==> src/rtl/samr_pkg.sv <==
// Shared constants, payload types and memory request types of the slot allocator.
`default_nettype none

package samr_pkg;

  // Pool and model range
  localparam int unsigned SLOTS      = 2048;
  localparam int unsigned MODELS     = 212;
  localparam int unsigned MODEL_LOW  = 400;
  localparam int unsigned MODEL_HIGH = 611;

  // Occupancy is kept as words of slot bits
  localparam int unsigned WORD_W     = 32;
  localparam int unsigned BIT_W      = $clog2(WORD_W);
  localparam int unsigned WORDS      = (SLOTS + WORD_W - 1) / WORD_W;
  localparam int unsigned WIDX_W     = (WORDS > 1) ? $clog2(WORDS) : 1;
  localparam int unsigned SLOT_PAD_W = WIDX_W + BIT_W;
  localparam int unsigned SLOT_W     = $clog2(SLOTS);
  localparam int unsigned MODEL_W    = (MODELS > 1) ? $clog2(MODELS) : 1;
  localparam int unsigned CNT_W      = SLOT_W;
  localparam int unsigned DIST_W     = $clog2(MODELS + 1);

  // Request codes
  typedef enum logic [1:0] {
    REQ_CREATE = 2'd0,
    REQ_DELETE = 2'd1,
    REQ_QUERY  = 2'd2,
    REQ_RSVD   = 2'd3
  } req_type_e;

  // Channel payloads
  typedef struct packed {
    logic [1:0]  req_type;
    logic [9:0]  model;
    logic [15:0] slot_index;
  } req_t;

  typedef struct packed {
    logic        ok;
    logic [15:0] slot_id;
    logic [7:0]  distinct_models;
  } rsp_t;

  // Occupancy memory access
  typedef struct packed {
    logic              re;
    logic [WIDX_W-1:0] raddr;
    logic              we;
    logic [WIDX_W-1:0] waddr;
    logic [WORD_W-1:0] wdata;
  } bm_req_t;

  // Slot-to-model memory access
  typedef struct packed {
    logic               re;
    logic [SLOT_W-1:0]  raddr;
    logic               we;
    logic [SLOT_W-1:0]  waddr;
    logic [MODEL_W-1:0] wdata;
  } sr_req_t;

  // Model count memory access
  typedef struct packed {
    logic               re;
    logic [MODEL_W-1:0] raddr;
    logic               we;
    logic [MODEL_W-1:0] waddr;
    logic [CNT_W-1:0]   wdata;
  } cr_req_t;

endpackage

`default_nettype wire

==> src/rtl/samr_count_ram.sv <==
// Per-model usage count memory with entry valid bits, registered read.
`default_nettype none

module samr_count_ram import samr_pkg::*; (
  input  wire logic              clk_i,
  input  wire logic              rst_ni,
  input  wire cr_req_t           req_i,
  output logic [CNT_W-1:0]       rdata_o
);

  logic [CNT_W-1:0]  mem_q [MODELS];
  logic [MODELS-1:0] ent_valid_q;
  logic [CNT_W-1:0]  rdata_q;
  logic              rvalid_q;

  // Write and registered read of the counts
  always_ff @(posedge clk_i) begin
    if (req_i.we) begin
      mem_q[req_i.waddr] <= req_i.wdata;
    end
    if (req_i.re) begin
      rdata_q <= mem_q[req_i.raddr];
    end
  end

  // Track written entries; an unwritten count reads as zero
  always_ff @(posedge clk_i or negedge rst_ni) begin
    if (!rst_ni) begin
      ent_valid_q <= '0;
      rvalid_q    <= 1'b0;
    end else begin
      if (req_i.we) begin
        ent_valid_q[req_i.waddr] <= 1'b1;
      end
      if (req_i.re) begin
        rvalid_q <= ent_valid_q[req_i.raddr];
      end
    end
  end

  assign rdata_o = rvalid_q ? rdata_q : '0;

endmodule

`default_nettype wire

==> config.mk <==
export PLATFORM = sky130hd
export DESIGN_NAME = samr_count_ram
export DESIGN_NICKNAME = d
export VERILOG_FILES = /design/src/rtl/samr_pkg.sv /design/src/rtl/samr_count_ram.sv
export SDC_FILE = /design/constraint.sdc
export NUM_CORES = 2
export LEC_CHECK = 0
export ABC_AREA = 1
export BUFFER_PORTS_ARGS = -buffer_cell sky130_fd_sc_hd__buf_2
export CORE_ASPECT_RATIO = 1.75
export CORE_MARGIN = 5
export CORE_UTILIZATION = 45
export DETAILED_ROUTE_END_ITERATION = 8
export GPL_TIMING_DRIVEN = 1
export PLACE_DENSITY = 0.65
export SYNTH_ARGS = -nofsm -noshare
export SYNTH_HDL_FRONTEND = slang
export SYNTH_SLANG_ARGS = --single-unit
==> constraint.sdc <==
create_clock -name clk_i -period 3.4 [get_ports clk_i]
set_clock_uncertainty 0.15 [all_clocks]
set_input_delay 0.17 -clock clk_i [delete_from_list [all_inputs] [get_ports clk_i]]
set_output_delay 0.17 -clock clk_i [all_outputs]
set_load 0.05 [all_outputs]
==> metrics.md <==
| Metric | Value |
|---|---|
| GRT overflow | `0` |
| CP Launch Point | `rvalid_q` |
| Hold path depth | `10` |
| First-pass GRT wire length | `458 mm` |
| Power Total | `0.0647 W` |
| Kind of critical path | `register to output pin` |
| CTS tree | `yes` |
| Max clock buf depth | `4` |
| Clock transition at the registers of the reported paths | `0.07 ns` |
| Top Family by Delay on Critical Path | `flip-flops` |
| IO Pins | `42` |
| Final Cell Area | `117,000 µm²` |
| RSZ-0062 raised after global routing | `no` |
| Sequential share of the synthesized area | `0.735` |
| CP startpoint kind | `register` |
| Post-Place Worst Slack | `-0.185 ns` |
| Register area | `75,700 µm²` |
| Mean post-synth cell area | `12.1 µm²` |
| Hold EP | `rvalid_q` |
| Syn-to-layout area delta | `13.5%` |
| Via count | `69,800` |
| Critical path data required time | `3.08 ns` |
| CP max FO | `12` |
| Placement-stage cell area | `109,000 µm²` |
| Fin crit share | `0.889` |
| Setup slack, reg-to-reg | `0.67 ns` |
| Drt pass-1 iters | `7` |
| Initial DRC count | `8,414` |
| Antenna violations before repair | `21` |
| Count leader, synth | `edfxtp_1` |
| Worst-Skew Late Latency | `0.89 ns` |
| Cells after Synth | `8,474` |
| Gr usage total | `0.258` |
| Seq pwr share | `0.533` |
| Worst path slowest cell | `dfrtp_1` |
| Post-synth top area share | `0.684` |
| Syn Nets | `8,505` |
| Initial Utilization | `0.452` |
| Critical Path AT | `2.70 ns` |
| Critical path buffer and inverter count | `2` |
| Fraction of final layout cells sized beyond drive strength 1 | `0.109` |
| Synth top area cells | `edfxtp_1 68%, nor2_1 6.5%, o21ai_0 5.6%` |
| Crit path time final | `3.02 ns` |
| Top cells by count, synth | `2,343 x edfxtp_1, 1,792 x nor2_1, 1,151 x o21ai_0` |
| Synth cell types | `23` |
| Final net count | `8,729` |
| Footprint of the multi-input gates | `23,400 µm²` |
| Internal | `0.0500 W` |
| Largest net degree at the start of global routing | `108` |
| Core ar. | `228,000 µm²` |
| Maxcap violations | `0` |
| HPWL Detailed | `196 mm` |
| Cell area after synthesis | `103,000 µm²` |
| Clk pwr share | `0.398` |
| Max stage delay on crit path | `0.86 ns` |
| Root Buffer | `clkbuf_16` |
| Hold Startpoint | `req_i[23]` |
| Fill cells | `19,100` |
| Die width | `372 µm` |
| Max-slew violation count | `0` |
| Final setup fails | `0` |
| Synth Flop Type | `edfxtp_1` |
| Final setup margin | `0.378 ns` |
| Number of synthesized flops with an enable pin | `2,343` |
| Pleak | `40.2 nW` |
| Fin. Hold Viols | `0` |
| Worst Setup End Kind | `output pin` |
| FP Rows | `232` |
| Switching Fraction | `0.227` |
| Pwr Density | `554 nW/µm²` |
| Inserted Clock Buffers | `215` |
| RePlAce Congestion | `0.906` |
| Finished Layout Cells | `11,900` |
| Peak supply drop | `0.388 mV` |
| Ys async rst share | `0.0833` |
| Vias/cell | `5.86` |
| Remaining DRCs | `0` |
| Slew headroom | `0.198` |
| #FFs+latches synth | `2,556` |
| Final ANT Viol Nets | `0` |
| Combinational Power Share | `0.069` |
| Cell accounting for the most synthesized area | `edfxtp_1` |
| Yosys warns | `0` |
| Fin Setup TNS | `0 ns` |
| IO Port Bufs | `41` |
| Outcome | `completed` |
| WL/cell | `26.4 µm` |
| Critical-path cell list | `nand2_1 -> inv_1 -> buf_2` |
| Routed WL | `315 mm` |
| Reg2Reg Depth | `12` |
| Die H | `643 µm` |
| DIE AREA | `239,000 µm²` |
| Sink Count | `2,556` |
| Vias in the first global route | `68,600` |
| Number of H-tree levels | `4` |
| RR Startpoint | `mem_q[88][6]` |
| Placed cell count | `11,500` |
| Worst min-delay path category | `primary input to register` |
| Tightest Pin Transition | `1.20 ns` |
| Net Switching | `0.0147 W` |
| Reg-to-Reg End | `rdata_q[6]` |
| Max Freq | `331 MHz` |
per-stage QoR:
stage / hold WS [ns] / utilization
final: 0.153 / 0.513
after global routing: 0.220 / 0.513
after CTS: 0.0708 / 0.513
after detailed placement: 0.00168 / 0.479
after global placement: -0.00151 / 0.479
after floorplan: -0.276 / -
cells in the final DEF, fill, tap and decap left out, types with 3 or more instances in the layout:
cell type and instances:
a21oi_1 165, a31oi_1 3, buf_12 87, buf_2 24
buf_4 439, buf_8 3, bufinv_16 33, clkbuf_1 38
clkbuf_16 217, clkbuf_8 19, clkinv_1 36, clkinv_2 38
clkinv_4 4, clkinvlp_4 10, dfrtp_1 213, diode_2 8
dlygate4sd3_1 33, edfxtp_1 2343, inv_1 240, inv_6 6
nand2_1 742, nand2_2 8, nand3_1 428, nand3b_1 3
nand4_1 3, nor2_1 1791, o211ai_1 298, o21ai_0 1151
o21ai_1 200, o221ai_1 18, o22ai_1 205, or2_2 63
registers in the layout, indices dropped and copies added, names as in the netlist:
register     count
ent_valid_q    212
mem_q         2332
rdata_q         11
rvalid_q         1
how the worst max path moves through the flow:
stage / to / slack, ns / cells after the start
global placement: rdata_q[6] / -0.24 / 15
detailed placement: rdata_q[6] / -0.19 / 15
finish: rdata_o[10] / 0.38 / 3
floorplan: mem_q[18][0] / 1.24 / 5
global route: rdata_o[10] / 0.32 / 3
CTS: rdata_o[10] / 0.29 / 3
tightest hold or removal path, delay by kind of cell:
| family | cells | cell delay [ns] |
|---|---|---|
| simple gates | 8 | 0.51 |
| buf+inv | 2 | 0.43 |
final cells by class:
| cell class | instances | area share |
|---|---|---|
| Antenna cell | 8 | 0.000171 |
| Clock buffer | 263 | 0.0486 |
| Clock inverter | 129 | 0.0130 |
| Inverter | 245 | 0.00806 |
| Multi-Input combinational cell | 5080 | 0.201 |
| Sequential cell | 2556 | 0.648 |
| Tap cell | 3042 | 0.0326 |
| Timing Repair Buffer | 600 | 0.0491 |
what timing repair did:
item	4_1_cts	5_1_grt
hold buffers	34	0
resized for setup	0	0
hold endpoints to repair	1199	0
buffers inserted	0	0
routing by layer:
| layer | wire (µm) | track usage |
|---|---|---|
| met1 | 110000 | 0.309 |
| met2 | 155000 | 0.436 |
| met3 | 24400 | 0.0343 |
| met4 | 25400 | 0.172 |
| met5 | 69 | 0 |
power by group through the flow:
stage / Sequential (W) / Combinational, W / Clock, W
floorplan: 0.0351 / 0.00217 / 0
global placement: 0.0352 / 0.00432 / 0
detailed placement: 0.0352 / 0.00437 / 0
CTS: 0.0345 / 0.00444 / 0.0260
global route: 0.0345 / 0.00474 / 0.0272
finish: 0.0345 / 0.00447 / 0.0257
cells by family after synthesis:
kind of cell	synth area share
AOI/OAI and AO/OA	0.110
buffers and inverters	0.0371
DFF	0.735
and+or+nand+nor	0.118
Power figures use the tool's default switching activity.
